`src/sv/tna_div_cell.sv`:
```
// One quotient-bit cell of the three-lane restoring divider chain.
`default_nettype none
module tna_div_cell #(
	parameter int LW    = 35,
	parameter int QW    = 16,
	parameter int PW    = 8,
	parameter bit FIRST = 1'b0
) (
	input  wire logic                 clk,
	input  wire logic                 arst_n,
	input  wire logic                 valid_i,
	output logic                      ready_o,
	input  wire logic [LW-1:0]        len_i,
	input  wire logic [2:0][LW:0]     r_i,
	input  wire logic [2:0][QW-1:0]   q_i,
	input  wire logic [PW-1:0]        pay_i,
	output logic                      valid_o,
	input  wire logic                 ready_i,
	output logic [LW-1:0]             len_o,
	output logic [2:0][LW:0]          r_o,
	output logic [2:0][QW-1:0]        q_o,
	output logic [PW-1:0]             pay_o
);
	logic [2:0][LW:0] rs, rn;
	logic [2:0]       ge;
	logic             valid_q;

	always_comb begin
		for (int i = 0; i < 3; i++) begin
			rs[i] = FIRST ? r_i[i] : {r_i[i][LW-1:0], 1'b0};
			ge[i] = (rs[i] >= {1'b0, len_i});
			rn[i] = ge[i] ? (rs[i] - {1'b0, len_i}) : rs[i];
		end
	end

	assign ready_o = !valid_q || ready_i;
	assign valid_o = valid_q;

	always_ff @(posedge clk or negedge arst_n) begin
		if (!arst_n) begin
			valid_q <= 1'b0;
		end else if (ready_o) begin
			valid_q <= valid_i;
		end
	end

	always_ff @(posedge clk) begin
		if (ready_o) begin
			len_o <= len_i;
			pay_o <= pay_i;
			for (int i = 0; i < 3; i++) begin
				r_o[i] <= rn[i];
				q_o[i] <= {q_i[i][QW-2:0], ge[i]};
			end
		end
	end
endmodule
`default_nettype wire

```
`config.mk`:
```
export PLATFORM = sky130hd
export DESIGN_NAME = tna_div_cell
export DESIGN_NICKNAME = d
export VERILOG_FILES = /design/src/sv/tna_div_cell.sv
export SDC_FILE = /design/constraint.sdc
export NUM_CORES = 1
export LEC_CHECK = 0
export BUFFER_PORTS_ARGS = -buffer_cell sky130_fd_sc_hd__buf_2
export CAP_MARGIN = 20
export CORE_ASPECT_RATIO = 0.6
export CORE_UTILIZATION = 52
export DETAILED_ROUTE_END_ITERATION = 10
export GPL_ROUTABILITY_DRIVEN = 0
export PLACE_DENSITY = 0.81
export SLEW_MARGIN = 25
export SYNTH_ARGS = -nofsm -noshare
export SYNTH_HDL_FRONTEND = slang
export SYNTH_SLANG_ARGS = --single-unit
export TNS_END_PERCENT = 30
```
`constraint.sdc`:
```
create_clock -name clk -period 7.9 [get_ports clk]
set_clock_uncertainty 0.1 [all_clocks]
set_input_delay 0.395 -clock clk [delete_from_list [all_inputs] [get_ports clk]]
set_output_delay 0.395 -clock clk [all_outputs]
set_load 0.1 [all_outputs]
```
# Word level (Yosys, flattened, before mapping)
# Index checks and enable logic that the tools add are counted.
# W data, S select, Z words.
[totals] register_bits=200 in_bits=203 output_inout_bits=201 elab_cells=23
[op_classes] addsub=3 magnitude_cmp=3 muxes=3 n_reduce_logical=2
[ops] op="$ge A36 B35 Y1" n=3
[ops] op="$mux W36" n=3
[ops] op="$sub A36 B35 Y36" n=3
[ops] op="$logic_not A1 Y1" n=1
[ops] op="$logic_or A1 B1 Y1" n=1

# Longest topological paths before layout
[depth] word_depth=2 ltp_mapped=14 mapped_depth_nobuf=12

# Least setup slack after synthesis
# OpenSTA, ideal clock, no wires.
[synth_timing] kind="register to register" startpoint="reg valid_q, in the netlist valid_o" endpoint="reg len_o[0] (enable)" t_arrival_ns=5.077 t_required_ns=5.974 path_slack_ns=0.897 path_stages_with_launch=2 n_path_buf=0 synth_period_minus_slack_ns=7.003 cell_sequence="dfrtp_1 nand2b_1"
[synth_between] elab_chain_len=2
[synth_lines] element="start, declared" line="26" rtl="logic valid_q;"
[synth_lines] element="start signal, assigned" line="43" rtl="valid_q <= valid_i;"
[synth_lines] element="$logic_not A1 Y1" line="36" rtl="assign ready_o = !valid_q || ready_i;"
[synth_lines] element="$logic_or A1 B1 Y1" line="36"
[synth_lines] element="net ready_o" line="12" rtl="output logic ready_o,"
[synth_lines] element="end signal, assigned" line="49" rtl="len_o <= len_i;"
[synth_lines] element="end, declared" line="19" rtl="output logic [LW-1:0] len_o,"
# The timed path passes the listed nets, and every way through them passes these cells.
# A chain may end at the register's enable or synchronous reset.

==> reports/metrics.csv <==
metric,value,unit
status,"finished, final reports clean",
"commonest non-fill, non-tap cell in the layout",buf_2,
Die Ht,124.0,microns
WP buf/inv,3,
Boundary Pins,404,
setup tns final,0,ps
syn nets,1595,
"EDFF count, synth",199,
port bufs,397,
Pre-Repair DR Iteration Count,5,
Layout Area Growth over Synthesis,23.54,%
CTS Sinks,200,
Highest Clock Rate,0.2263,GHz
worst vdd ir,229.6,uV
initial core utilization,53.17,%
worst hold path type,input port to register,
NumNets Final,1988,
"commonest cells after routing, fill and taps aside","buf_2, edfxtp_1, nand2_1",
gr usage total,29.34,%
Pwr Density,269.7,mW/mm^2
final routed DRC violation total,0,
R2R setup slack,5490,ps
initial antenna violation count,4,
Die X,205.4,microns
Worst Path Max Fanout,36,
Critical Path Slowest Stage Cell,a21o_1,
cells along the critical path,"buf_2, inv_1, fa_1, a211oi_2, o21bai_2, a31oi_2, o31ai_4, a221oi_2, o31a_1, a21o_1, buf_4, o21ai_0",
leakage power,7.107,nW
Final Core Density,65.69,%
hold slack final,18.53,ps
Vias/cell,5.807,
Final setup viols,0,
Gate Count Post-Synth,1284,
pin count of the biggest net entering global routing,78,
Tightest Pin Transition,957.2,ps
vias in the first global route,10190,
CTS Root Buffer Type,clkbuf_16,
Post-Syn Area,0.01291,sq mm
drt wl/cell,19.50,microns
drt total wl,39290,microns
worst r2r dst,q_o[21],
register bit count reported by yosys,200,
Final Hold Viols,0,
CTS Buffer Depth,2,
Detail Placement HPWL,30430,microns
Final Critical Period,4418,ps
Rows,44,
HP Start,pay_i[0],
Max-Cap Viols,0,
Yosys cell types,74,
first-pass GRT wire length,55620,microns
Worst EP arrival,4500,ps
worst reg2reg path depth,2,
Synth Flop Type,edfxtp_1,
DRT iter0 DRCs,1110,
CTS buffer count,17,
CTS hold repair buffers,1,
synthesized area per cell,10.05,sq um
H-tree Lvls,4,
RSZ-0062 raised after global routing,no,
die area,0.02548,sq mm
Crit path required time,7980,ps
FILL cells,1899,
Clock transition at path regs,70,ps
Pwr Total,0.004301,W
Worst Setup Start Kind,input port,
TritonCTS clock tree,done,
max-slew violations,0,
critical path class,input port to register,
Crit path largest cell delay,700,ps
clk_lat worst skew,450,ps
final period utilization,55.93,%
Syn. warnings,0,
Async SR Flop Fraction,0.5000,%
vias,11700,
core area,0.02428,sq mm
CP endpoint kind,register,
Min-Delay Path Depth,1,
"antenna viol nets, final",0,
CP top delay family,compound AO/OA/AOI/OAI gates,
post-CTS resize count,0,
worst r2r src,valid_o,
end of the worst hold path,pay_o[0],
Post CTS Setup Buffer Count,0,
gr ovfl total,0,
Rel. slew slack,36.19,%
sequential-to-total area share from yosys stat,46.49,%
share of cells above drive strength 1,27.37,%
worst max-delay path by stage:
| stage | endpoint | cells past startpoint | start |
|---|---|---|---|
| after floorplan | len_o[0] | 1 | valid_o |
| after global placement | r_o[38] | 12 | len_i[0] |
| after detailed placement | r_o[42] | 12 | len_i[0] |
| after CTS | r_o[42] | 12 | len_i[0] |
| after global routing | r_o[38] | 12 | len_i[0] |
| final | r_o[42] | 12 | len_i[0] |
synthesized netlist by cell type, drive strengths merged, types with 3 or more instances:
master  count  area [sq um]
edfxtp    199          5976
nand2     162         608.1
o21ai     150         762.0
a21oi     118         601.8
ha        105          1314
nor2       70         262.8
inv        65         244.0
xnor2      46         402.9
xor2       45         394.1
a21o       44         330.3
nand3      27         135.1
clkbuf     25         95.09
nand4      24         150.1
buf        16         103.9
nand2b     14         87.58
o21a       14         105.1
o21bai     14         108.9
a31oi      13         87.58
nor3       13         65.06
a211oi     11         87.58
nor2b       9         56.30
and2        8         50.05
and3        7         43.79
mux2        7         78.82
o211ai      7         52.55
a221oi      6         71.32
or2         6         37.54
a211o       5         43.79
o31a        5         43.79
nor4        4         25.02
o31ai       4         43.79
a41oi       3         26.28
fa          3         60.06
o211a       3         30.03
o221ai      3         32.53
cell type report:
cell class              instances  area, sq um  area share (%)
repair buffers                415         2155           13.51
clock buffers                  19        432.9           2.715
well taps                     322        402.9           2.526
multi-input cells             978         6480           40.63
clock inverters                11        220.2           1.381
diodes                          5        12.51         0.07846
inverters                      65        244.0           1.530
flip-flops and latches        200         6001           37.63
power breakdown:
| group | internal (W) | total, W | switching [W] | leakage, nW |
|---|---|---|---|---|
| sequential | 0.00135 | 0.00139 | 0.0000381 | 2.03 |
| clock | 0.000593 | 0.000991 | 0.000398 | 0.311 |
| combinational | 0.000379 | 0.00192 | 0.00154 | 4.77 |
registers in the layout, indices dropped and copies added (netlist names):
register,flops
len_o,35
valid_o,1
r_o,108
q_o,48
pay_o,8
stage by stage:
stage	worst slack, ps	instance area, sq um	instances
after floorplan	896.7	12910	1284
after global placement	3283	15150	1967
after detailed placement	3147	15150	1967
after CTS	3574	15820	1998
after global routing	3292	15940	2010
final	3482	15950	2015
routing by layer:
layer  up-vias  part of all wire (%)  track usage (%)  wire length [microns]
met2       602                    45            45.38                  17510
met3        40                    11            7.431                   4178
met5         -                 0.031                0                     12
met4         2                   1.2            6.343                    487
met1      5508                    44            41.52                  17100
li1       5549                     -                -                      -
kinds of logic (layout without fill, tap and decap cells):
logic type | count (synthesis) | after routing | synth area share, %
mux | 9 | 9 | 0.7657
other cells | 0 | 5 | 0
simple gates | 352 | 352 | 12.28
compound gates | 418 | 418 | 20.22
fa+ha+maj | 108 | 108 | 10.64
flops | 200 | 200 | 46.49
buf+inv | 106 | 510 | 3.431
xor+xnor | 91 | 91 | 6.174
(Power assumes the default switching activity.)
