File: config.mk
export PLATFORM = sky130hd
export DESIGN_NAME = tna_sqrt_cell
export DESIGN_NICKNAME = d
export VERILOG_FILES = /design/src/sv/tna_sqrt_cell.sv
export SDC_FILE = /design/constraint.sdc
export NUM_CORES = 1
export LEC_CHECK = 0
export ABC_AREA = 1
export BUFFER_PORTS_ARGS = -buffer_cell sky130_fd_sc_hd__buf_4
export CAP_MARGIN = 20
export CELL_PAD_IN_SITES_DETAIL_PLACEMENT = 0
export CELL_PAD_IN_SITES_GLOBAL_PLACEMENT = 2
export CORE_ASPECT_RATIO = 1.1
export CORE_MARGIN = 2
export CORE_UTILIZATION = 27
export CTS_BUF_LIST = sky130_fd_sc_hd__clkbuf_2
export CTS_CLUSTER_SIZE = 16
export DETAILED_ROUTE_END_ITERATION = 8
export PLACE_DENSITY_LB_ADDON = 0.1
export SYNTH_ARGS = -nofsm -noshare
export SYNTH_HDL_FRONTEND = slang
export SYNTH_SLANG_ARGS = --single-unit
File: constraint.sdc
create_clock -name clk -period 4.2 [get_ports clk]
set_input_delay 0.42 -clock clk [delete_from_list [all_inputs] [get_ports clk]]
set_output_delay 0.42 -clock clk [all_outputs]
set_load 0.05 [all_outputs]
File: src/sv/tna_sqrt_cell.sv
// One digit cell of the pipelined integer square root chain.
`default_nettype none
module tna_sqrt_cell #(
	parameter int RW = 70,
	parameter int PW = 8
) (
	input  wire logic              clk,
	input  wire logic              arst_n,
	input  wire logic              valid_i,
	output logic                   ready_o,
	input  wire logic [RW-1:0]     rad_i,
	input  wire logic [RW/2+1:0]   rem_i,
	input  wire logic [RW/2-1:0]   root_i,
	input  wire logic [PW-1:0]     pay_i,
	output logic                   valid_o,
	input  wire logic              ready_i,
	output logic [RW-1:0]          rad_o,
	output logic [RW/2+1:0]        rem_o,
	output logic [RW/2-1:0]        root_o,
	output logic [PW-1:0]          pay_o
);
	localparam int SW = RW / 2;

	logic [SW+1:0] remx, trial;
	logic          ge;
	logic          valid_q;

	// Only the low bits of the remainder can be set at this point of the chain.
	assign remx    = {rem_i[SW-1:0], rad_i[RW-1:RW-2]};
	assign trial   = {root_i, 2'b01};
	assign ge      = (remx >= trial);
	assign ready_o = !valid_q || ready_i;
	assign valid_o = valid_q;

	always_ff @(posedge clk or negedge arst_n) begin
		if (!arst_n) begin
			valid_q <= 1'b0;
		end else if (ready_o) begin
			valid_q <= valid_i;
		end
	end

	always_ff @(posedge clk) begin
		if (ready_o) begin
			rad_o  <= {rad_i[RW-3:0], 2'b00};
			rem_o  <= ge ? (remx - trial) : remx;
			root_o <= {root_i[SW-2:0], ge};
			pay_o  <= pay_i;
		end
	end
endmodule
`default_nettype wire

# Word-level counts from Yosys, hierarchy flattened
# Cells that the tools add are included.
[classes]
n_reduce_logical = 2
order_cmp = 1
muxes = 1
addsub = 1
[op_table]
columns = ["cell", "n"]
rows = [
  ["37-bit >= comparator", 1],
  ["37-bit 2-to-1 mux", 1],
  ["37-bit subtractor", 1],
  ["1-bit zero test", 1],
  ["1-bit logical OR", 1],
]
[totals]
elab_cells = 10
ff_bits = 149
out_inout_bits = 152

# Longest topological paths before layout
# Gate-level depths: netlist of the first run.
[logic_depth]
ltp_word = 2
mapped_depth = 16
depth_no_buf = 15

# Least setup slack after synthesis of the first run
# OpenSTA, ideal clock, no wires.
[synth_path]
path_type = "register -> register"
from = "register valid_q, in the netlist valid_o"
to = "register pay_o[0] (enable)"
setup_slack_ns = -0.553
path_stages_with_launch = 2
required_time_ns = 2.856
arrival_time_ns = 3.409
period_less_slack_ns = 4.753
path_buffers = 0
setup_time_ns = 1.344
cell_sequence = "dfrtp_1 > nand2_1"
[synth_via]
elab_chain_len = 2
[synth_rtl]
columns = ["element", "line_no", "source"]
rows = [
  ["start: declaration", "26", "logic valid_q;"],
  ["start signal: assignment", "39", "valid_q <= valid_i;"],
  ["1-bit zero test", "32", "assign ready_o = !valid_q || ready_i;"],
  ["1-bit logical OR", "32", ""],
  ["net ready_o", "10", "output logic ready_o,"],
  ["end signal: assignment", "48", "pay_o <= pay_i;"],
  ["end: declaration", "20", "output logic [PW-1:0] pay_o"],
]
# The timed path passes the listed nets, and every way through them passes these cells.
# A chain may end at the register's enable or synchronous reset.

# Worst setup path after layout of the first run
[layout_path]
from = "input root_i[17]"
to = "register rem_o[24] (data pin)"
[layout_via]
elab_chain_len = 2
elab_cells_between_ends = 3
[layout_rtl]
columns = ["element", "line_no", "source"]
rows = [
  ["start: declaration", "13", "input wire logic [RW/2-1:0] root_i,"],
  ["37-bit subtractor or 37-bit >= comparator (tied branches)", "46, 31", ""],
  ["37-bit 2-to-1 mux *", "46", "rem_o <= ge ? (remx - trial) : remx;"],
  ["end signal: assignment", "46", ""],
  ["end: declaration", "18", "output logic [RW/2+1:0] rem_o,"],
]
# Mark *: on every way between the ends. The rest lies on a longest branch, timed or not.

==> parameters.txt, run 1 <==
Parameter                              Value

Outcome
  Run status    finished, final reports clean

Detailed routing
  Via count    7,355
  Total routed wire length on the met1 layer    12,800 µm
  Count of TritonRoute iterations in the first routing pass    6
  Met2 wire len    13,800 µm
  Top sig layer    met4
  Via density per instance    around 4.2
  Average detailed-routed wire length per instance    16.4 µm
  Number of antenna-violating nets in the routed design    0
  Routed Wire Length    between 20,000 and 30,000 µm
  Met3 wirelength from detailed routing    1480 µm
  First DRT Iteration DRCs    between 300 and 400
  Count of unresolved DRC violations after routing    0

Die
  X dimension of the die    170 µm
  Ports placed on the boundary    306
  Core area    29,700 µm²
  Total number of placement rows    66
  Die Footprint    roughly 32,000 µm²
  DIE HEIGHT    ~190 µm
  Initial cell density of the core    between 20 and 30%

Setup path
  Reg2Reg Launch Point    valid_o
  Worst Setup Path Type    input port to flop
  Largest fanout on the critical path    36
  Signal arrival time at the worst endpoint    about 3.2 ns
  Number of cells traversed by the worst register-to-register path    2
  Type of element launching the critical path    input port
  Crit-path most repeated cell    sky130_fd_sc_hd__nand2_1
  Setup crit end kind    flop
  Crit path largest cell delay    about 0.54 ns
  Worst R2R Setup Slack    1.98 ns
  Crit path from    root_i[17]
  Count of cell instances traversed by the critical path    15
  Destination of the critical timing path    rem_o[24]
  Reg-to-reg critical path endpoint    rad_o[42]
  Buffer and inverter count on the worst path    4
  Top Family by Delay on Critical Path    simple AND/OR/NAND/NOR gates
  Required time of the critical path    4.78 ns
  Cell with the biggest individual delay on the critical path    sky130_fd_sc_hd__dlygate4sd3_1
  Series of cell instances along the critical path    dlygate4sd3_1, buf_4, inv_1, ha_1, nand2_1, inv_1, nand2_1, nand2_1, a21oi_2, nor2_1, nor2_1, nand2_2, nand2_4, nand3_1, nand2_1

Synth
  Flip-flop and latch count after synthesis    149
  Synthesized instance count    886
  Area of the mapped netlist    8210 µm²
  Yosys warning count    0
  Mean Syn Cell Area    9.26 µm²
  Distinct cells, synth    35
  Sequential area share after synthesis    54.5%

Flow run
  Maximum Capacitance Violations    0

Pwr
  Areal power density over the cells    between 300 and 400 nW/µm²
  Power Total    4250 µW
  Reported leakage power    0.00610 µW
  Worst vdd rail ir drop    0.138 mV

STA
  Final min period    2.61 ns
  Max-Slew Margin vs Limit    approximately half
  Final clock period utilization by the worst path    62.1%
  Maximum clock frequency    between 300 and 400 MHz
  Number of max-slew violations in the final report    0
  RSZ-0062 raised after global routing    false
  Setup_tns    0 ns
  Number of endpoints failing setup at the final stage    0
  Worst hold slack    0.119 ns
  Worst Tran Pin Value    around 0.8 ns
  Final hold violation count    0
  Post-Route Skew    around 0.033 ns

Cells and area
  Final Instance Count excl. Fillers    around 1.7k
  Layout cell share with drive strength beyond 1    28.5%
  Area growth, synth to finish    53.0%
  Total Nets Final    between 1.5k and 2k

Clocking
  Number of H-tree levels    4
  Buffer cell driving the clock tree root    sky130_fd_sc_hd__clkbuf_2
  Clock tree from TritonCTS    built
  CTS clk-pin slew, worst paths    0.24 ns
  Number of buffers added by the clock tree synthesis step    17
  CTS sink cnt    149
  CTS Buffer Depth    2
  Skew-Pair Late Insertion Delay    0.72 ns
  Number of post-CTS setup repair buffers    0

Placement
  DP Wirelength    ~21,000 µm
  Number of buffers inserted by port buffering    301
  Cell count after placement    1,551
  Global placement routability congestion    0.834

Global routing
  First-pass GRT wire length    43,100 µm
  Global routing usage summed across all routing layers    between 10% and 20%
  Number of antenna violations at the first check in global routing    1
  Pin count of the biggest net entering global routing    a little under 90
  Via count of the first global-routing pass    7,605
  GRT Residual Overflow    0

Min path
  Hold WC Path Type    input port to flop
  Start point of the worst min-delay path    rad_i[69]
-- synth_stat cells, drive strengths merged --
cell type | count | area, µm²
nand4 | 5 | 37.5
inv | 151 | 567
nor3 | 8 | 45.0
xnor2 | 2 | 17.5
nor2 | 67 | 284
a31oi | 1 | 6.26
xor2 | 17 | 149
edfxtp | 148 | 4440
dfrtp | 1 | 25.0
buf | 14 | 164
a21oi | 26 | 134
nand2 | 301 | 1160
nand3b | 10 | 75.1
a21o | 2 | 15.0
a21boi | 1 | 7.51
clkinv | 1 | 3.75
ha | 37 | 463
and3 | 1 | 6.26
o21bai | 5 | 37.5
o21ai | 8 | 40.0
conb | 1 | 3.75
nand3 | 79 | 521
-- sequential cells by signal, indices dropped and copies added (netlist names) --
register / cells
rem_o: 37
root_o: 35
rad_o: 68
pay_o: 8
valid_o: 1
-- tightest hold or removal path, cell delays in order --
cell and delay [ns]:
sky130_fd_sc_hd__buf_4 0.09, sky130_fd_sc_hd__inv_1 0.07, sky130_fd_sc_hd__o21ai_0 0.15
-- area by class of cell --
cell class                 count  area, µm²
fill                        3058      17200
sequential                   149       4470
timing repair buffer         454       3790
multi-input combinational    572       3020
inverter                     152        571
tap                          374        468
clock inverter                14        140
clock buffer                  17       85.1
antenna                        1       2.50
-- power by group --
part	total, µW	internal, µW	switching, µW
clock network	865	228	636
logic	1540	529	1010
registers	1850	1810	39.4
total	4250	2560	1680
-- cell families after synthesis --
logic type	Yosys count	synth area share, %
buf+inv	166	8.95
compound gates	43	2.93
simple gates	471	25.9
xor+xnor	19	2.03
flops	149	54.5
other cells	1	0.0457
fa+ha+maj	37	5.64
-- cells in the final DEF (no fill, tap or decap), types with 2 or more instances in the layout --
master / count
sky130_fd_sc_hd__a21o_1: 2
sky130_fd_sc_hd__a21oi_1: 25
sky130_fd_sc_hd__buf_4: 304
sky130_fd_sc_hd__clkbuf_2: 17
sky130_fd_sc_hd__clkinvlp_4: 4
sky130_fd_sc_hd__conb_1: 2
sky130_fd_sc_hd__dlygate4sd3_1: 149
sky130_fd_sc_hd__edfxtp_1: 148
sky130_fd_sc_hd__ha_1: 37
sky130_fd_sc_hd__inv_1: 149
sky130_fd_sc_hd__inv_2: 2
sky130_fd_sc_hd__inv_6: 5
sky130_fd_sc_hd__inv_8: 2
sky130_fd_sc_hd__nand2_1: 290
sky130_fd_sc_hd__nand2_2: 9
sky130_fd_sc_hd__nand3_1: 54
sky130_fd_sc_hd__nand3_2: 25
sky130_fd_sc_hd__nand3b_1: 10
sky130_fd_sc_hd__nand4_1: 4
sky130_fd_sc_hd__nor2_1: 58
sky130_fd_sc_hd__nor2_2: 7
sky130_fd_sc_hd__nor2_4: 2
sky130_fd_sc_hd__nor3_1: 7
sky130_fd_sc_hd__o21ai_0: 8
sky130_fd_sc_hd__o21bai_1: 5
sky130_fd_sc_hd__xnor2_1: 2
sky130_fd_sc_hd__xor2_1: 17
-- worst min-delay path by stage --
stage / cells after the start / endpoint / slack, ns
finish: 3 / rem_o[1] / 0.12
global route: 3 / rem_o[1] / 0.08
CTS: 3 / rem_o[1] / 0.004
detailed placement: 1 / valid_o / 0.20
global placement: 1 / valid_o / 0.20
floorplan: 0 / valid_o / 0.12
-- what timing repair did --
item                      4_1_cts  5_1_grt
hold buffers                  149        0
hold endpoints to repair      148        0
resized for setup               0        0
-- metrics by stage --
stage                     instance area, µm²  setup slack (ns)  utilization (%)
final                                  12600              1.59             42.2
after global routing                   12600              1.43             42.2
after CTS                              12500              1.52             42.1
after detailed placement               10800              1.28             36.4
after global placement                 10800              1.26             36.4
after floorplan                         8210              1.11                -
-- routing by layer --
| metal | vias to the layer above | track usage [%] |
|---|---|---|
| li1 | 3775 | - |
| met5 | - | 0 |
| met3 | 13 | 3.22 |
| met4 | 0 | 4.50 |
| met2 | 226 | 30.8 |
| met1 | 3341 | 22.7 |
(Power assumes the default switching activity.)
==> run 2, diff against run 1 <==
Settings changed: ABC_AREA 1 to 0, CORE_UTILIZATION 27 to 30.
Clock period 4.2 ns to 2.7 ns, I/O delays scaled along.
==> run 2 against run 1 <==
  * Sequential cell count unchanged
  * Count of clock-buffer cells in the layout increased by 1
  * Sequential power increased by 55%
  * Final cell count decreased by 15%
  * Non-clock buffer count increased by 114
  * Clock power increased by 47%
  * Setup slack got worse by 1.6 ns
  * First-iteration DRC count decreased by 42%
  * Clock skew increased by 0.018 ns
  * Area after synthesis decreased by 13%
  * Total power increased by 56%
  * Utilization increased by 11 points
  * Highest routed layer unchanged
==> parameters.txt, run 2 <==
Parameter                              Value

Outcome
  Run status    finished, final reports clean (unchanged)

Placement
  Post-DP Area    10,500 µm² (was 10,800 µm²)
  Number of buffers inserted by port buffering    301 (unchanged)
  Cell count after placement    1,271 (was 1,551)
  Global placement routability congestion    0.838 (was 0.834)
  DP Wirelength    17,800 µm (was 21,300 µm)

Pwr
  Power Total    6620 µW (was 4250 µW)
  Part of the power in the clock network    19.2% (was 20.4%)
  Psw    2510 µW (was 1680 µW)
  Power share of the combinational group    37.5% (was 36.2%)
  Areal power density over the cells    531 nW/µm² (was 338 nW/µm²)
  Cell internal pwr    4110 µW (was 2560 µW)
  Reported leakage power    0.00558 µW (was 0.00610 µW)
  Net switching fraction of the power    37.9% (was 39.7%)
  Worst vdd rail ir drop    0.258 mV (was 0.138 mV)
  Sequential group share of total power    43.3% (was 43.4%)

Cells and area
  Fill count    2,161 (was 3,058)
  Final instance area    12,500 µm² (was 12,600 µm²)
  Most frequent cells in the layout    sky130_fd_sc_hd__buf_4 (408), sky130_fd_sc_hd__dlygate4sd3_1 (150), sky130_fd_sc_hd__edfxtp_1 (148) (was sky130_fd_sc_hd__buf_4 (304), sky130_fd_sc_hd__nand2_1 (290), sky130_fd_sc_hd__inv_1 (149), sky130_fd_sc_hd__dlygate4sd3_1 (149), sky130_fd_sc_hd__edfxtp_1 (148))
  Final Instance Count excl. Fillers    1,467 (was 1,733)
  Area growth, synth to finish    75.5% (was 53.0%)
  Layout cell share with drive strength beyond 1    41.8% (was 28.5%)
  Largest register FFs    68 (unchanged)
  Multi-input gate area    2460 µm² (was 3020 µm²)
  Total area of sequential cells    4470 µm² (unchanged)
  Largest registers in the final layout    rad_o (68), rem_o (37), root_o (35) (unchanged)
  Final core occ    53.2% (was 42.2%)
  Total Nets Final    1,337 (was 1,537)
  Most frequent standard cell in the layout excluding fill and tap cells    sky130_fd_sc_hd__buf_4 (unchanged)
  Largest register by flop count    rad_o (unchanged)

Setup path
  Buffer and inverter count on the worst path    5 (was 4)
  Top Family by Delay on Critical Path    compound AO/OA/AOI/OAI gates (was simple AND/OR/NAND/NOR gates)
  Signal arrival time at the worst endpoint    3.16 ns (was 3.19 ns)
  Type of element launching the critical path    input port (unchanged)
  Worst Setup Path Type    input port to flop (unchanged)
  Cell with the biggest individual delay on the critical path    sky130_fd_sc_hd__dlygate4sd3_1 (unchanged)
  Required time of the critical path    3.19 ns (was 4.78 ns)
  Series of cell instances along the critical path    dlygate4sd3_1, buf_4, ha_4, nand4_1, a221oi_2, o211ai_2, a211oi_2, o41ai_2, o21a_2, buf_12, buf_6, clkbuf_16, a21o_1 (was dlygate4sd3_1, buf_4, inv_1, ha_1, nand2_1, inv_1, nand2_1, nand2_1, a21oi_2, nor2_1, nor2_1, nand2_2, nand2_4, nand3_1, nand2_1)
  Setup crit end kind    flop (unchanged)
  Crit path largest cell delay    0.53 ns (was 0.54 ns)
  Largest fanout on the critical path    6 (was 36)

Global routing
  Global routing usage summed across all routing layers    18.1% (was 17.8%)
  GRT Residual Overflow    0 (unchanged)
  Pin count of the biggest net entering global routing    51 (was 89)
  Via count of the first global-routing pass    6,602 (was 7,605)
  First-pass GRT wire length    34,800 µm (was 43,100 µm)
  Number of antenna violations at the first check in global routing    2 (was 1)

Clocking
  CTS Buffer Depth    2 (unchanged)
  Number of H-tree levels    4 (unchanged)
  Buffer cell driving the clock tree root    sky130_fd_sc_hd__clkbuf_2 (unchanged)
  CTS clk-pin slew, worst paths    0.28 ns (was 0.24 ns)
  CTS sink cnt    149 (unchanged)
  Skew-Pair Late Insertion Delay    0.71 ns (was 0.72 ns)
  Number of buffers added by the clock tree synthesis step    17 (unchanged)
  Clock tree from TritonCTS    built (unchanged)

Synth
  Dominant cell by count in the synthesized netlist    sky130_fd_sc_hd__edfxtp_1 (was sky130_fd_sc_hd__nand2_1)
  Cell taking the most area after synthesis    sky130_fd_sc_hd__edfxtp_1 (unchanged)
  Synthesized instance count    578 (was 886)
  Flip-flop and latch count after synthesis    149 (unchanged)
  Yosys warning count    0 (unchanged)
  Top-area cell type share of the netlist area    62.5% (was 54.2%)
  Most frequent cells after synthesis    sky130_fd_sc_hd__edfxtp_1 (148), sky130_fd_sc_hd__nand2_1 (62), sky130_fd_sc_hd__inv_1 (50), sky130_fd_sc_hd__a21oi_1 (47), sky130_fd_sc_hd__o21ai_0 (46) (was sky130_fd_sc_hd__nand2_1 (291), sky130_fd_sc_hd__inv_1 (149), sky130_fd_sc_hd__edfxtp_1 (148), sky130_fd_sc_hd__nor2_1 (58), sky130_fd_sc_hd__nand3_1 (54))
  Async S/R FF share, synth    0.671% (unchanged)
  Area of the mapped netlist    7110 µm² (was 8210 µm²)
  Number of enable flip-flop cells after synthesis    148 (unchanged)
  Area contributors post-synth    sky130_fd_sc_hd__edfxtp_1 (63%), sky130_fd_sc_hd__ha_1 (6.5%), sky130_fd_sc_hd__a21oi_1 (3.3%) (was sky130_fd_sc_hd__edfxtp_1 (54%), sky130_fd_sc_hd__nand2_1 (13%), sky130_fd_sc_hd__inv_1 (6.8%))
  Sequential area share after synthesis    62.9% (was 54.5%)
  Distinct cells, synth    54 (was 35)
  Mean Syn Cell Area    12.3 µm² (was 9.26 µm²)
  Main synth FF type    sky130_fd_sc_hd__edfxtp_1 (unchanged)

Detailed routing
  First DRT Iteration DRCs    207 (was 358)
  Average detailed-routed wire length per instance    16.2 µm (was 16.4 µm)
  Via density per instance    4.51 (was 4.24)
  Routed Wire Length    23,800 µm (was 28,500 µm)
  Via count    6,613 (was 7,355)
  Count of unresolved DRC violations after routing    0 (unchanged)
  Count of TritonRoute iterations in the first routing pass    5 (was 6)
  Number of antenna-violating nets in the routed design    0 (unchanged)

STA
  Number of max-slew violations in the final report    0 (unchanged)
  Worst Tran Pin Value    0.599 ns (was 0.778 ns)
  Final min period    2.67 ns
  Final hold violation count    0 (unchanged)
  Number of endpoints failing setup at the final stage    0 (unchanged)
  Maximum clock frequency    375 MHz
  RSZ-0062 raised after global routing    true (was false)
  Post-Route Skew    0.0503 ns (was 0.0326 ns)
  Max-Slew Margin vs Limit    60.1% (was 48.1%)
  Final clock period utilization by the worst path    between 90% and 100%

Die
  Initial cell density of the core    30.3% (was 27.6%)
  DIE HEIGHT    165 µm (was 187 µm)
  Total number of placement rows    59 (was 66)
  X dimension of the die    151 µm (was 170 µm)
  Core area    23,500 µm² (was 29,700 µm²)
  Die Footprint    25,000 µm² (was 31,800 µm²)
  Ports placed on the boundary    306 (unchanged)

Min path
  Hold WC Path Type    input port to flop (unchanged)

Flow run
  Maximum Capacitance Violations    0 (unchanged)
==> run 2: cell types whose count changed after synthesis, sizes merged, moves of 5 or more <==
cell and delta:
a21o +8, a21oi +21, inv -101, nand2 -239
nand2b +8, nand3 -72, nand3b -9, nor2 -40
o211ai +5, o21ai +43, o31ai +7, xnor2 +16
==> run 2: final cells by class <==
| cell class | instances | share of cell area (%) |
|---|---|---|
| repair buffers | 568 | 38.0 |
| flip-flops and latches | 149 | 35.8 |
| multi-input cells | 360 | 19.7 |
| well taps | 305 | 3.06 |
| inverters | 50 | 1.50 |
| clock inverters | 14 | 1.10 |
| clock buffers | 18 | 0.722 |
| diodes | 3 | 0.0602 |
==> run 2: power by group through the flow <==
| stage | Sequential (µW) | Clock (µW) | Combinational, µW |
|---|---|---|---|
| 2_1_floorplan | 3670 | 0 | 595 |
| 3_3_place_gp | 2920 | 0 | 2240 |
| 3_5_place_dp | 2920 | 0 | 2250 |
| 4_1_cts | 2870 | 1340 | 2440 |
| 5_1_grt | 2890 | 1430 | 2650 |
| 6_report | 2870 | 1270 | 2480 |
==> run 2: path summary, 6_finish.rpt <==
kind	from	to	slack (ns)	cells past startpoint
min	rem_i[1]	rem_o[3]	0.17	4
max reg2reg	valid_o	root_o[13]	1.03	2
min reg2reg	valid_o	rad_o[67]	1.05	1
max in group asynchronous	arst_n	valid_o	2.25	3
min in group asynchronous	arst_n	valid_o	0.36	3
max	rem_i[6]	rem_o[4]	0.03	13
==> run 2: logic make-up after synthesis <==
group,share of synthesized area (%)
compound gates,12.9
xor+xnor,3.82
fa+ha+maj,6.51
buf+inv,4.42
flops,62.9
mux,0.862
other cells,0.0527
simple gates,8.55
==> run 2: per-stage QoR <==
step	worst slack [ns]	hold WS (ns)	TNS [ns]
finish	0.0345	0.172	0
global route	-0.0152	0.110	-0.0397
CTS	0.0158	0.114	0
detailed placement	-0.254	0.0480	-3.58
global placement	-0.294	0.0461	-1.96
floorplan	0.131	-0.0256	0
==> run 2: what timing repair did <==
action,4_1_cts,5_1_grt
gates resized for setup,0,25
buffers inserted,0,8
endpoints found under the setup margin,0,17
hold buffers,150,1
hold endpoints to repair,149,1
==> run 2: worst min-delay path, delay by kind of cell <==
family	cells	cell delay [ns]
buf+inv	1	0.08
compound gates	1	0.08
fa+ha+maj	1	0.20
xor+xnor	1	0.13
==> run 2: metal layers <==
metal  vias to the layer above  wire length (µm)  GRT usage (%)
li1                       3257                 -              -
met1                      3128              9830           21.7
met2                       213             12300           33.0
met3                        15              1350           3.68
met4                         0               304           4.55
met5                         -                 0              0
==> run 3, diff against run 2 <==
Settings changed: BUFFER_PORTS_ARGS -buffer_cell sky130_fd_sc_hd__buf_4 to -buffer_cell sky130_fd_sc_hd__buf_2.
==> run 3 against run 2 <==
  * Total power decreased by 3.9%
  * Critical path depth is the same
  * Clock power hardly changed
  * Die area unchanged
  * Critical endpoint is now rem_o[34]
==> parameters.txt, run 3 (same netlist as run 2, synthesis figures left out) <==
Parameter                              Value

Cells and area
  Largest register FFs    68 (unchanged)
  Largest register by flop count    rad_o (unchanged)
  Total area of sequential cells    4470 µm² (unchanged)
  Fill count    2,189 (was 2,161)
  Total Nets Final    1,333 (was 1,337)
  Largest registers in the final layout    rad_o (68), rem_o (37), root_o (35) (unchanged)
  Final instance area    11,600 µm² (was 12,500 µm²)
  Most frequent standard cell in the layout excluding fill and tap cells    sky130_fd_sc_hd__buf_2 (was sky130_fd_sc_hd__buf_4)
  Multi-input gate area    2390 µm² (was 2460 µm²)
  Area growth, synth to finish    62.6% (was 75.5%)
  Layout cell share with drive strength beyond 1    40.7% (was 41.8%)
  Most frequent cells in the layout    sky130_fd_sc_hd__buf_2 (301), sky130_fd_sc_hd__dlygate4sd3_1 (150), sky130_fd_sc_hd__edfxtp_1 (148) (was sky130_fd_sc_hd__buf_4 (408), sky130_fd_sc_hd__dlygate4sd3_1 (150), sky130_fd_sc_hd__edfxtp_1 (148))

Min path
  Start point of the worst min-delay path    ready_i (was rem_i[1])
  Hold WC Path Type    input port to flop (unchanged)

Setup path
  Signal arrival time at the worst endpoint    3.12 ns (was 3.16 ns)
  Required time of the critical path    3.20 ns (was 3.19 ns)
  Cell with the biggest individual delay on the critical path    sky130_fd_sc_hd__dlygate4sd3_1 (unchanged)
  Worst Setup Path Type    input port to flop (unchanged)
  Type of element launching the critical path    input port (unchanged)
  Largest fanout on the critical path    5 (was 6)
  Crit path largest cell delay    0.52 ns (was 0.53 ns)
  Reg2Reg Launch Point    valid_o (unchanged)
  Series of cell instances along the critical path    dlygate4sd3_1, buf_2, ha_1, buf_4, a21oi_1, o21bai_1, o32ai_1, buf_4, o31ai_1, a21oi_1, a21oi_2, mux2i_1, o31a_1 (was dlygate4sd3_1, buf_4, ha_4, nand4_1, a221oi_2, o211ai_2, a211oi_2, o41ai_2, o21a_2, buf_12, buf_6, clkbuf_16, a21o_1)
  Setup crit end kind    flop (unchanged)
  Worst R2R Setup Slack    1.17 ns (was 1.03 ns)
  Top Family by Delay on Critical Path    compound AO/OA/AOI/OAI gates (unchanged)
  Buffer and inverter count on the worst path    4 (was 5)
  Crit path from    rem_i[21] (was rem_i[6])

STA
  Final clock period utilization by the worst path    96.9% (was 98.7%)
  Final hold violation count    0 (unchanged)
  Number of endpoints failing setup at the final stage    0 (unchanged)
  Worst hold slack    0.188 ns (was 0.172 ns)
  Final min period    2.62 ns (was 2.67 ns)
  Setup WS post-layout    0.0849 ns (was 0.0345 ns)
  Post-Route Skew    0.0395 ns (was 0.0503 ns)
  Number of max-slew violations in the final report    0 (unchanged)
  Maximum clock frequency    382 MHz (was 375 MHz)

Pwr
  Psw    2470 µW (was 2510 µW)
  Reported leakage power    0.00527 µW (was 0.00558 µW)
  Areal power density over the cells    550 nW/µm² (was 531 nW/µm²)
  Sequential group share of total power    44.8% (was 43.3%)
  Net switching fraction of the power    38.8% (was 37.9%)
  Power share of the combinational group    35.1% (was 37.5%)
  Cell internal pwr    3900 µW (was 4110 µW)
  Part of the power in the clock network    20.0% (was 19.2%)
  Worst vdd rail ir drop    0.229 mV (was 0.258 mV)

Detailed routing
  First DRT Iteration DRCs    223 (was 207)
  Routed Wire Length    22,500 µm (was 23,800 µm)
  Count of TritonRoute iterations in the first routing pass    6 (was 5)
  Average detailed-routed wire length per instance    15.4 µm (was 16.2 µm)
  Via density per instance    4.47 (was 4.51)
  Number of antenna-violating nets in the routed design    0 (unchanged)
  Count of unresolved DRC violations after routing    0 (unchanged)
  Via count    6,537 (was 6,613)

Die
  X dimension of the die    151 µm (unchanged)
  Total number of placement rows    59 (unchanged)
  Initial cell density of the core    30.3% (unchanged)
  Ports placed on the boundary    306 (unchanged)
  Die Footprint    25,000 µm² (unchanged)
  DIE HEIGHT    165 µm (unchanged)
  Core area    23,500 µm² (unchanged)

Global routing
  Number of antenna violations at the first check in global routing    2 (unchanged)
  Pin count of the biggest net entering global routing    51 (unchanged)
  Via count of the first global-routing pass    6,629 (was 6,602)
  GRT Residual Overflow    0 (unchanged)
  First-pass GRT wire length    33,800 µm (was 34,800 µm)
  Global routing usage summed across all routing layers    17.5% (was 18.1%)

Placement
  Number of buffers inserted by port buffering    301 (unchanged)
  Setup slack at placement    -0.311 ns (was -0.254 ns)
  DP Wirelength    17,300 µm (was 17,800 µm)
  Post-DP Area    9770 µm² (was 10,500 µm²)
  Global placement routability congestion    0.851 (was 0.838)

Clocking
  Number of buffers added by the clock tree synthesis step    17 (unchanged)
  Skew-Pair Late Insertion Delay    0.75 ns (was 0.71 ns)
  Buffer cell driving the clock tree root    sky130_fd_sc_hd__clkbuf_2 (unchanged)
  CTS sink cnt    149 (unchanged)
  Clock tree from TritonCTS    built (unchanged)
  CTS Buffer Depth    2 (unchanged)
  CTS clk-pin slew, worst paths    0.30 ns (was 0.28 ns)
  Number of H-tree levels    4 (unchanged)

Outcome
  Run status    finished, final reports clean (unchanged)

Flow run
  Maximum Capacitance Violations    0 (unchanged)
run 3: repair_timing:
| action | 4_1_cts | 5_1_grt |
|---|---|---|
| hold buffers | 150 | 0 |
| setup buffers | 0 | 0 |
| gates resized for setup | 0 | 11 |
| hold endpoints to repair | 149 | 0 |
| endpoints found under the setup margin | 0 | 26 |
run 3: per-layer routing:
| metal | vias up | global-route usage [%] | routed length, µm |
|---|---|---|---|
| met4 | 0 | 5.44 | 404 |
| met1 | 3061 | 21.1 | 9390 |
| met2 | 212 | 31.5 | 11400 |
| met3 | 19 | 3.49 | 1360 |
| li1 | 3245 | - | - |
| met5 | - | 0 | 0 |
run 3: through the flow:
stage | setup TNS, ns | utilization (%) | cells | total power, µW
2_1_floorplan | 0 | - | 579 | 4260
3_3_place_gp | -4.16 | 41.6 | 1278 | 4970
3_5_place_dp | -4.66 | 41.6 | 1278 | 4980
4_1_cts | 0 | 49.0 | 1460 | 6450
5_1_grt | -0.0552 | 49.2 | 1462 | 6700
6_report | 0 | 49.2 | 1462 | 6360
run 3: worst paths after layout:
| check | endpoint | cells past startpoint |
|---|---|---|
| max | rem_o[34] | 13 |
| min | rad_o[67] | 2 |
| max reg2reg | rem_o[14] | 2 |
| min reg2reg | rad_o[67] | 1 |
| max in group asynchronous | valid_o | 3 |
| min in group asynchronous | valid_o | 3 |
run 3: final cells by class:
cell class / instances / area share (%)
well taps: 305 / 3.30
inverters: 50 / 1.62
repair buffers: 564 / 33.7
clock inverters: 14 / 1.21
flip-flops and latches: 149 / 38.7
clock buffers: 18 / 0.779
diodes: 2 / 0.0433
multi-input cells: 360 / 20.7
run 3: power groups by stage:
stage / Clock, µW / Sequential [µW] / Combinational, µW
after CTS: 1340 / 2860 / 2250
final: 1270 / 2850 / 2240
after detailed placement: 0 / 2910 / 2070
after global routing: 1410 / 2880 / 2410
after floorplan: 0 / 3670 / 595
after global placement: 0 / 2900 / 2070
